File: config.mk
export PLATFORM = sky130hd
export DESIGN_NAME = sha1_stream_hasher_flat
export DESIGN_NICKNAME = d
export VERILOG_FILES = /design/src/rtl/core/shs_pkg.sv /design/src/rtl/core/shs_in_if.sv /design/src/rtl/core/shs_out_if.sv /design/src/rtl/core/shs_ram.sv /design/src/rtl/core/shs_round.sv /design/src/rtl/core/sha1_stream_hasher.sv /design/src/flat_wrapper.sv
export SDC_FILE = /design/constraint.sdc
export NUM_CORES = 2
export LEC_CHECK = 0
export ABC_AREA = 0
export BUFFER_PORTS_ARGS = -buffer_cell sky130_fd_sc_hd__buf_2
export CAP_MARGIN = 10
export CORE_ASPECT_RATIO = 0.8
export CORE_MARGIN = 1.5
export CORE_UTILIZATION = 47
export DETAILED_ROUTE_END_ITERATION = 10
export HOLD_SLACK_MARGIN = 0.15
export PLACE_DENSITY = 0.69
export SYNTH_ARGS = -nofsm -noshare
export SYNTH_HDL_FRONTEND = slang
export SYNTH_SLANG_ARGS = --single-unit
File: constraint.sdc
create_clock -name clk_i -period 28.5 [get_ports clk_i]
set_input_delay 5.7 -clock clk_i [delete_from_list [all_inputs] [get_ports clk_i]]
set_output_delay 5.7 -clock clk_i [all_outputs]
set_load 0.01 [all_outputs]
File: src/rtl/core/shs_pkg.sv
// ----------------------------------------------------------------------------
// shs_pkg
// Types, constants and helper functions shared by the SHA-1 stream hasher.
// ----------------------------------------------------------------------------
package shs_pkg;

  localparam int unsigned WordW      = 32;
  localparam int unsigned ChainDepth = 5;
  localparam int unsigned BlockDepth = 16;
  localparam int unsigned RoundCount = 80;

  typedef logic [WordW-1:0] word_t;

  typedef struct packed {
    word_t a;
    word_t b;
    word_t c;
    word_t d;
    word_t e;
  } wvars_t;

  // Initial chaining value h0..h4
  function automatic word_t init_word(logic [2:0] idx);
    word_t val;
    case (idx)
      3'd0:    val = 32'h67452301;
      3'd1:    val = 32'hEFCDAB89;
      3'd2:    val = 32'h98BADCFE;
      3'd3:    val = 32'h10325476;
      3'd4:    val = 32'hC3D2E1F0;
      default: val = '0;
    endcase
    return val;
  endfunction

  // Additive constant for each group of twenty rounds
  function automatic word_t round_k(logic [6:0] rnd);
    word_t val;
    if (rnd < 7'd20) begin
      val = 32'h5A827999;
    end else if (rnd < 7'd40) begin
      val = 32'h6ED9EBA1;
    end else if (rnd < 7'd60) begin
      val = 32'h8F1BBCDC;
    end else begin
      val = 32'hCA62C1D6;
    end
    return val;
  endfunction

endpackage

File: src/rtl/core/shs_in_if.sv
// ----------------------------------------------------------------------------
// shs_in_if
// Input channel of the SHA-1 stream hasher: at most one message byte per item.
// ----------------------------------------------------------------------------
interface shs_in_if;
  logic       valid;
  logic       ready;
  logic [7:0] data_byte;
  logic       carries_byte;
  logic       is_last;

  modport source (output valid, data_byte, carries_byte, is_last, input ready);
  modport sink   (input valid, data_byte, carries_byte, is_last, output ready);
endinterface

File: src/rtl/core/shs_out_if.sv
// ----------------------------------------------------------------------------
// shs_out_if
// Output channel of the SHA-1 stream hasher: one digest word per item.
// ----------------------------------------------------------------------------
interface shs_out_if;
  logic        valid;
  logic        ready;
  logic [31:0] digest_word;
  logic [2:0]  word_index;
  logic        last_word;

  modport source (output valid, digest_word, word_index, last_word, input ready);
  modport sink   (input valid, digest_word, word_index, last_word, output ready);
endinterface

File: src/rtl/core/shs_ram.sv
// ----------------------------------------------------------------------------
// shs_ram
// Generic simple dual-port RAM: one write port, one read port, registered read.
// ----------------------------------------------------------------------------
module shs_ram #(
  parameter int unsigned Width = 32,
  parameter int unsigned Depth = 16,
  localparam int unsigned AddrW = (Depth > 1) ? $clog2(Depth) : 1
) (
  input  logic             clk_i,
  input  logic             we_i,
  input  logic [AddrW-1:0] waddr_i,
  input  logic [Width-1:0] wdata_i,
  input  logic [AddrW-1:0] raddr_i,
  output logic [Width-1:0] rdata_o
);

  logic [Width-1:0] mem_q [Depth];
  logic [Width-1:0] rdata_q;

  always_ff @(posedge clk_i) begin
    if (we_i) begin
      mem_q[waddr_i] <= wdata_i;
    end
    rdata_q <= mem_q[raddr_i];
  end

  assign rdata_o = rdata_q;

endmodule

File: src/rtl/core/shs_round.sv
// ----------------------------------------------------------------------------
// shs_round
// One SHA-1 compression round: selects the round function and constant,
// forms the new a and shifts the working variables.
// ----------------------------------------------------------------------------
module shs_round
  import shs_pkg::*;
(
  input  wvars_t     vars_i,
  input  word_t      w_i,
  input  logic [6:0] round_i,
  output wvars_t     vars_o
);

  word_t f;
  word_t tmp;

  always_comb begin
    if (round_i < 7'd20) begin
      f = (vars_i.b & vars_i.c) | (~vars_i.b & vars_i.d);
    end else if (round_i < 7'd40 || round_i >= 7'd60) begin
      f = vars_i.b ^ vars_i.c ^ vars_i.d;
    end else begin
      f = (vars_i.b & vars_i.c) | (vars_i.b & vars_i.d) | (vars_i.c & vars_i.d);
    end
  end

  assign tmp = {vars_i.a[26:0], vars_i.a[31:27]} + f + vars_i.e + w_i + round_k(round_i);

  always_comb begin
    vars_o.a = tmp;
    vars_o.b = vars_i.a;
    vars_o.c = {vars_i.b[1:0], vars_i.b[31:2]};
    vars_o.d = vars_i.c;
    vars_o.e = vars_i.d;
  end

endmodule

File: src/rtl/core/sha1_stream_hasher.sv
// ----------------------------------------------------------------------------
// sha1_stream_hasher
// SHA-1 over a byte stream, with padding and digest output.
// ----------------------------------------------------------------------------
// Usage:
//   in_i takes one item per message byte; carries_byte = 0 marks an item
//   without a byte, is_last ends the message. in_i.ready is high only
//   while the hasher is idle.
//   The 64th byte of a block starts a compression: the block words and
//   chaining value are loaded from the memories, the rounds run through
//   the single round unit, and the result is folded back into the
//   chaining memory. No item is taken while a compression runs.
//   On the last item, padding writes one byte a cycle up to offset 56,
//   the bit length fills block words 14 and 15 and a final compression runs
//   (plus one extra block when the message ends at offset 56 or beyond).
//   Then out_o carries the five digest words h0..h4, word_index 0..4,
//   last_word on the fifth. A stalled receiver holds the current word;
//   no new item is taken until all five words are delivered.
//   Reset (async, active low) returns to idle with the initial chaining
//   value; after a digest the hasher starts a new message.
// ----------------------------------------------------------------------------
module sha1_stream_hasher
  import shs_pkg::*;
(
  input  logic       clk_i,
  input  logic       rst_ni,
  shs_in_if.sink     in_i,
  shs_out_if.source  out_o
);

  localparam logic [2:0] S_IDLE   = 3'd0;
  localparam logic [2:0] S_PAD    = 3'd1;
  localparam logic [2:0] S_LEN_HI = 3'd2;
  localparam logic [2:0] S_LEN_LO = 3'd3;
  localparam logic [2:0] S_LOAD   = 3'd4;
  localparam logic [2:0] S_ROUND  = 3'd5;
  localparam logic [2:0] S_FOLD   = 3'd6;
  localparam logic [2:0] S_OUT    = 3'd7;

  localparam int unsigned BlkAddrW = $clog2(BlockDepth);
  localparam int unsigned ChnAddrW = $clog2(ChainDepth);

  logic [2:0]  state_q, state_d;
  logic [6:0]  cnt_q, cnt_d;
  logic [5:0]  pos_q, pos_d;
  logic [63:0] bitlen_q, bitlen_d;
  logic        mark_q, mark_d;
  logic        pad_q, pad_d;
  logic        final_q, final_d;
  logic        fresh_q, fresh_d;
  logic [23:0] pack_q, pack_d;
  wvars_t      wv_q, wv_d;
  word_t       sched_q [BlockDepth];
  word_t       sched_d [BlockDepth];

  logic                put_en;
  logic [7:0]          put_val;
  logic                blk_we;
  logic [BlkAddrW-1:0] blk_waddr;
  word_t               blk_wdata;
  logic [BlkAddrW-1:0] blk_raddr;
  word_t               blk_rdata;
  logic                chn_we;
  logic [ChnAddrW-1:0] chn_waddr;
  word_t               chn_wdata;
  logic [ChnAddrW-1:0] chn_raddr;
  word_t               chn_rdata;

  logic [2:0] prev_idx;
  word_t      chain_val;
  word_t      sched_new;
  wvars_t     round_vars;

  shs_ram #(
    .Width (WordW),
    .Depth (BlockDepth)
  ) u_blk_ram (
    .clk_i   (clk_i),
    .we_i    (blk_we),
    .waddr_i (blk_waddr),
    .wdata_i (blk_wdata),
    .raddr_i (blk_raddr),
    .rdata_o (blk_rdata)
  );

  shs_ram #(
    .Width (WordW),
    .Depth (ChainDepth)
  ) u_chn_ram (
    .clk_i   (clk_i),
    .we_i    (chn_we),
    .waddr_i (chn_waddr),
    .wdata_i (chn_wdata),
    .raddr_i (chn_raddr),
    .rdata_o (chn_rdata)
  );

  shs_round u_round (
    .vars_i  (wv_q),
    .w_i     (sched_q[0]),
    .round_i (cnt_q),
    .vars_o  (round_vars)
  );

  // Read data belongs to the address issued in the previous cycle
  assign prev_idx  = cnt_q[2:0] - 3'd1;
  assign chain_val = fresh_q ? init_word(prev_idx) : chn_rdata;
  assign sched_new = {sched_q[13][30:0] ^ sched_q[8][30:0] ^ sched_q[2][30:0] ^ sched_q[0][30:0],
                      sched_q[13][31] ^ sched_q[8][31] ^ sched_q[2][31] ^ sched_q[0][31]};

  assign blk_raddr = cnt_q[BlkAddrW-1:0];
  assign chn_raddr = (cnt_q < 7'(ChainDepth)) ? cnt_q[ChnAddrW-1:0] : '0;

  always_comb begin
    state_d   = state_q;
    cnt_d     = cnt_q;
    pos_d     = pos_q;
    bitlen_d  = bitlen_q;
    mark_d    = mark_q;
    pad_d     = pad_q;
    final_d   = final_q;
    fresh_d   = fresh_q;
    pack_d    = pack_q;
    wv_d      = wv_q;
    sched_d   = sched_q;
    put_en    = 1'b0;
    put_val   = '0;
    blk_we    = 1'b0;
    blk_waddr = pos_q[5:2];
    blk_wdata = {pack_q, put_val};
    chn_we    = 1'b0;
    chn_waddr = prev_idx;
    chn_wdata = chain_val + wv_q.a;

    unique case (state_q)
      S_IDLE: begin
        if (in_i.valid) begin
          if (in_i.carries_byte) begin
            put_en   = 1'b1;
            put_val  = in_i.data_byte;
            bitlen_d = bitlen_q + 64'd8;
          end
          if (in_i.carries_byte && pos_q == 6'd63) begin
            state_d = S_LOAD;
            cnt_d   = '0;
            pad_d   = in_i.is_last;
          end else if (in_i.is_last) begin
            state_d = S_PAD;
          end
        end
      end
      S_PAD: begin
        if (mark_q && pos_q == 6'd56) begin
          state_d = S_LEN_HI;
        end else begin
          put_en  = 1'b1;
          put_val = mark_q ? 8'h00 : 8'h80;
          mark_d  = 1'b1;
          if (pos_q == 6'd63) begin
            state_d = S_LOAD;
            cnt_d   = '0;
            pad_d   = 1'b1;
          end
        end
      end
      S_LEN_HI: begin
        blk_we    = 1'b1;
        blk_waddr = BlkAddrW'(14);
        blk_wdata = bitlen_q[63:32];
        state_d   = S_LEN_LO;
      end
      S_LEN_LO: begin
        blk_we    = 1'b1;
        blk_waddr = BlkAddrW'(15);
        blk_wdata = bitlen_q[31:0];
        final_d   = 1'b1;
        pad_d     = 1'b0;
        state_d   = S_LOAD;
        cnt_d     = '0;
      end
      S_LOAD: begin
        if (cnt_q != '0) begin
          for (int i = 0; i < BlockDepth - 1; i++) begin
            sched_d[i] = sched_q[i+1];
          end
          sched_d[BlockDepth-1] = blk_rdata;
          if (cnt_q <= 7'(ChainDepth)) begin
            wv_d = '{a: wv_q.b, b: wv_q.c, c: wv_q.d, d: wv_q.e, e: chain_val};
          end
        end
        if (cnt_q == 7'(BlockDepth)) begin
          state_d = S_ROUND;
          cnt_d   = '0;
        end else begin
          cnt_d = cnt_q + 7'd1;
        end
      end
      S_ROUND: begin
        wv_d = round_vars;
        for (int i = 0; i < BlockDepth - 1; i++) begin
          sched_d[i] = sched_q[i+1];
        end
        sched_d[BlockDepth-1] = sched_new;
        if (cnt_q == 7'(RoundCount - 1)) begin
          state_d = S_FOLD;
          cnt_d   = '0;
        end else begin
          cnt_d = cnt_q + 7'd1;
        end
      end
      S_FOLD: begin
        if (cnt_q != '0) begin
          chn_we = 1'b1;
          wv_d   = '{a: wv_q.b, b: wv_q.c, c: wv_q.d, d: wv_q.e, e: chn_wdata};
        end
        if (cnt_q == 7'(ChainDepth)) begin
          cnt_d = '0;
          if (final_q) begin
            // Digest ready: restart the message state
            state_d  = S_OUT;
            fresh_d  = 1'b1;
            bitlen_d = '0;
            pos_d    = '0;
            mark_d   = 1'b0;
            final_d  = 1'b0;
          end else begin
            fresh_d = 1'b0;
            state_d = pad_q ? S_PAD : S_IDLE;
          end
        end else begin
          cnt_d = cnt_q + 7'd1;
        end
      end
      S_OUT: begin
        if (out_o.ready) begin
          wv_d = '{a: wv_q.b, b: wv_q.c, c: wv_q.d, d: wv_q.e, e: wv_q.a};
          if (cnt_q == 7'(ChainDepth - 1)) begin
            state_d = S_IDLE;
            cnt_d   = '0;
          end else begin
            cnt_d = cnt_q + 7'd1;
          end
        end
      end
      default: begin
        state_d = S_IDLE;
      end
    endcase

    // Pack bytes big-endian; write a word once its fourth byte arrives
    if (put_en) begin
      blk_wdata = {pack_q, put_val};
      if (pos_q[1:0] == 2'd3) begin
        blk_we = 1'b1;
      end
      pack_d = {pack_q[15:0], put_val};
      pos_d  = pos_q + 6'd1;
    end
  end

  always_ff @(posedge clk_i or negedge rst_ni) begin
    if (!rst_ni) begin
      state_q  <= S_IDLE;
      cnt_q    <= '0;
      pos_q    <= '0;
      bitlen_q <= '0;
      mark_q   <= 1'b0;
      pad_q    <= 1'b0;
      final_q  <= 1'b0;
      fresh_q  <= 1'b1;
    end else begin
      state_q  <= state_d;
      cnt_q    <= cnt_d;
      pos_q    <= pos_d;
      bitlen_q <= bitlen_d;
      mark_q   <= mark_d;
      pad_q    <= pad_d;
      final_q  <= final_d;
      fresh_q  <= fresh_d;
    end
  end

  always_ff @(posedge clk_i) begin
    pack_q  <= pack_d;
    wv_q    <= wv_d;
    sched_q <= sched_d;
  end

  assign in_i.ready        = (state_q == S_IDLE);
  assign out_o.valid       = (state_q == S_OUT);
  assign out_o.digest_word = wv_q.a;
  assign out_o.word_index  = cnt_q[2:0];
  assign out_o.last_word   = (cnt_q == 7'(ChainDepth - 1));

endmodule

File: src/flat_wrapper.sv
// flat-port wrapper written by rule: the top's interface ports become plain ports
module sha1_stream_hasher_flat import shs_pkg::*;
  (clk_i, rst_ni, in_i_valid, in_i_data_byte, in_i_carries_byte, in_i_is_last, in_i_ready, out_o_valid, out_o_digest_word, out_o_word_index, out_o_last_word, out_o_ready);
  shs_in_if in_i_i ();
  shs_out_if out_o_i ();
  input  logic clk_i;
  input  logic rst_ni;
  input wire logic [$bits(in_i_i.valid)-1:0] in_i_valid;
  input wire logic [$bits(in_i_i.data_byte)-1:0] in_i_data_byte;
  input wire logic [$bits(in_i_i.carries_byte)-1:0] in_i_carries_byte;
  input wire logic [$bits(in_i_i.is_last)-1:0] in_i_is_last;
  output wire logic [$bits(in_i_i.ready)-1:0] in_i_ready;
  output wire logic [$bits(out_o_i.valid)-1:0] out_o_valid;
  output wire logic [$bits(out_o_i.digest_word)-1:0] out_o_digest_word;
  output wire logic [$bits(out_o_i.word_index)-1:0] out_o_word_index;
  output wire logic [$bits(out_o_i.last_word)-1:0] out_o_last_word;
  input wire logic [$bits(out_o_i.ready)-1:0] out_o_ready;
  assign in_i_i.valid = in_i_valid;
  assign in_i_i.data_byte = in_i_data_byte;
  assign in_i_i.carries_byte = in_i_carries_byte;
  assign in_i_i.is_last = in_i_is_last;
  assign in_i_ready = in_i_i.ready;
  assign out_o_valid = out_o_i.valid;
  assign out_o_digest_word = out_o_i.digest_word;
  assign out_o_word_index = out_o_i.word_index;
  assign out_o_last_word = out_o_i.last_word;
  assign out_o_i.ready = out_o_ready;
  sha1_stream_hasher u_core (.clk_i(clk_i), .rst_ni(rst_ni), .in_i(in_i_i), .out_o(out_o_i));
endmodule
==> results.json <==
{
  "route.detailed.drc": 0,
  "grtUsageMet2_pct": 30.0,
  "fill_cells": 10757,
  "grt_pass1_vias": 33541,
  "finalCriticalPeriod_ns": 9.53,
  "crit_arrival_ns": 3.83,
  "syn_nets": 4422,
  "dpl.hpwl_um": 88300,
  "drt_iter0_drc": 3878,
  "die_w_um": 416,
  "busiest_layer": "met1",
  "fin_skew_ns": 0.0337,
  "p_clk_share_pct": 44.2,
  "worstPathCellList": "buf_4 -> clkinv_1 -> nor2_1 -> buf_4 -> nand2_1 -> inv_1 -> buf_2",
  "relSlewSlack_pct": 16.0,
  "cts_htree_levels": 4,
  "postRouteAntennaNets": 0,
  "holdCritPathClass": "register to register",
  "p_sw_uw": 819,
  "netlist_instances": 4185,
  "synth_cell_types": 82,
  "synthArstFlopShare_pct": 5.35,
  "numCtsBuffers": 138,
  "seq_power_share_pct": 55.7,
  "ir_drop_v": 0.0000500,
  "hold_path_depth": 0,
  "cts.sinks": 1513,
  "power.share.switching_pct": 19.2,
  "met3_usage_pct": 3.71,
  "ctsResizeCount": 0,
  "crit_path_frequent_cell": "buf_4",
  "max_stage_delay_ns": 0.81,
  "slew_violations": 0,
  "insertion_delay_ns": 0.78,
  "antenna_found_initial": 7,
  "viasPerCell": 5.60,
  "cts_buffer_depth": 3,
  "placementRows": 120,
  "die_y_um": 333,
  "start_util_pct": 47.6,
  "crit_type": "register to output pin",
  "vias": 34431,
  "synthFlopType": "edfxtp_1",
  "grt_max_degree": 161,
  "worst_path_max_delay_cell": "clkinv_1",
  "regToRegStartpoint": "u_core.cnt_q[3]$_DFFE_PN0P_",
  "grt_overflow": 0,
  "p_leak_nw": 25.3,
  "postCtsHoldBufs": 0,
  "final_util_pct": 52.9,
  "max_slew.worst_pin.slew_ns": 1.26,
  "reg2reg_setup_slack_ns": 20.68,
  "worst-path-max-fanout": 23,
  "holdCritStartpoint": "u_core.sched_q[457]$_DFFE_PP_",
  "min_to": "u_core.sched_q[489]$_DFFE_PP_",
  "setup-tns-final_ns": 0,
  "setup_viol": 0,
  "io-pin-count": 52,
  "cts_root_buffer": "clkbuf_16",
  "power_density_mw_per_mm2": 60.1,
  "synth-edff-count": 1368,
  "dieArea_mm2": 0.139,
  "worst_setup_path_start_kind": "register",
  "worst_ep_required_time_ns": 22.80,
  "syn_to_final_growth_pct": 11.1,
  "synth_seq_area_share_pct": 69.3,
  "io_buffers": 51,
  "post_cts_buffers": 0,
  "synth.avg_cell_area_um2": 15.3,
  "routed_wl_um": 139000,
  "finalNetCount": 4499,
  "layout_common_cells": "edfxtp_1 (1368), nand2_1 (547), o21ai_0 (280), inv_1 (233), mux4_2 (160)",
  "hold_viol": 0,
  "grt_util_met1_pct": 30.4,
  "layout_commonest_cell": "edfxtp_1",
  "grt_use_total_pct": 20.1,
  "combinationalPowerShare_pct": 0.1,
  "drive_above_1_share_pct": 13.7,
  "synth-seq-cells": 1513,
  "cts_tree": "done",
  "holdWs_ns": 0.414,
  "drt-pass1-iter-count": 8,
  "wire_per_inst_um": 22.6,
  "clock.fmax_mhz": 105,
  "grt_pass1_wl_um": 210000,
  "reg2reg_depth": 20,
  "drv_cap": 0,
  "end_kind": "output pin",
  "grt_setup_unrepaired": "false",
  "r2r-end": "u_core.out_o.digest_word[29]$_DFFE_PP_",
  "coreArea_mm2": 0.135,
  "gp_congestion": 0.888,
  "synth_area_mm2": 0.0641,
  "internal-power_mw": 3.46,
  "status": "finished clean",
  "finalCritPeriodShare_pct": 33.4,
  "path_clk_slew_ns": 0.06,
  "power.total_mw": 4.27,
  "synth_warnings": 0
}
-- critical path: cells and delay by family (launching register included) --
| kind | cells | cell delay, ns |
|---|---|---|
| DFF | 1 | 0.32 |
| buffers and inverters | 5 | 2.01 |
| and+or+nand+nor | 2 | 0.71 |
-- sequential cells by signal (all words and copies together) (netlist names), 24 cells and up --
| register | count |
|---|---|
| u_core.pack_q | 24 |
| u_core.bitlen_q | 61 |
| u_core.u_blk_ram.mem_q | 512 |
| u_core.u_blk_ram.rdata_o | 32 |
| u_core.sched_q | 512 |
| u_core.u_chn_ram.rdata_o | 32 |
| u_core.out_o.digest_word | 32 |
| u_core.wv_q | 128 |
| u_core.u_chn_ram.mem_q | 160 |
-- routing by layer --
layer | vias to the layer above | share of wire (%)
met5 | - | 0.0050
met4 | 2 | 1.9
met3 | 166 | 7.1
met2 | 1146 | 45
met1 | 17533 | 46
li1 | 15584 | -
-- stage by stage --
stage               cells  area [µm²]  setup slack [ns]
CTS                  6142       71000             19.13
global route         6149       71100             18.92
finish               6150       71200             18.97
detailed placement   5885       66400             18.90
global placement     5885       66400             19.03
floorplan            4185       64100              4.17
-- cell usage after synthesis, drive strengths merged (51+ instances only) --
| cell type | n | area share, % |
|---|---|---|
| dfrtp | 80 | 3.1 |
| mux4 | 160 | 5.6 |
| a21oi | 87 | 0.68 |
| o21ai | 290 | 2.3 |
| inv | 234 | 1.4 |
| nor2 | 169 | 0.99 |
| ha | 103 | 2.0 |
| xnor2 | 147 | 2.0 |
| buf | 61 | 0.59 |
| dfxtp | 64 | 2.0 |
| nand3 | 72 | 0.56 |
| mux2i | 52 | 0.81 |
| edfxtp | 1368 | 64 |
| clkbuf | 131 | 0.78 |
| xor2 | 51 | 0.70 |
| fa | 120 | 3.8 |
| nand2 | 551 | 3.2 |
-- area by class of cell --
type	count	area [µm²]	area share [%]
antenna	2	5.00	0.00703
clock buffer	183	3790	5.32
clock inverter	74	833	1.17
inverter	236	886	1.25
multi-input combinational	2244	18100	25.5
sequential	1513	44400	62.4
tap	1769	2210	3.11
timing repair buffer	129	907	1.27
-- how the worst max path moves through the flow --
stage / start / to / slack, ns
2_1_floorplan: u_core.cnt_q[1]$_DFFE_PN0P_ / u_core.sched_q[0]$_DFFE_PP_ / 4.17
3_3_place_gp: in_i_carries_byte / u_core.u_blk_ram.mem_q[4][14]$_DFFE_PP_ / 19.03
3_5_place_dp: in_i_carries_byte / u_core.u_blk_ram.mem_q[8][25]$_DFFE_PP_ / 18.90
4_1_cts: u_core.state_q[1]$_DFFE_PN0P_ / out_o_valid / 19.13
5_1_grt: u_core.state_q[1]$_DFFE_PN0P_ / out_o_valid / 18.92
6_report: u_core.state_q[1]$_DFFE_PN0P_ / out_o_valid / 18.97
-- power groups by stage --
stage                     sequential (mW)  clock (mW)  combinational, mW
final                                2.38        1.89            0.00446
after global routing                 2.38        2.01            0.00499
after CTS                            2.38        1.92            0.00454
after detailed placement             2.43           0            0.00451
after global placement               2.43           0            0.00452
after floorplan                      2.43           0           0.000223
-- logic make-up after synthesis --
group / after synthesis / synth area share (%)
simple gates: 974 / 6.65
flops: 1513 / 69.3
mux: 248 / 7.07
xor+xnor: 198 / 2.71
buf+inv: 428 / 2.76
fa+ha+maj: 223 / 5.76
compound gates: 601 / 5.75
Note: power is estimated with default switching activity, not from simulation.
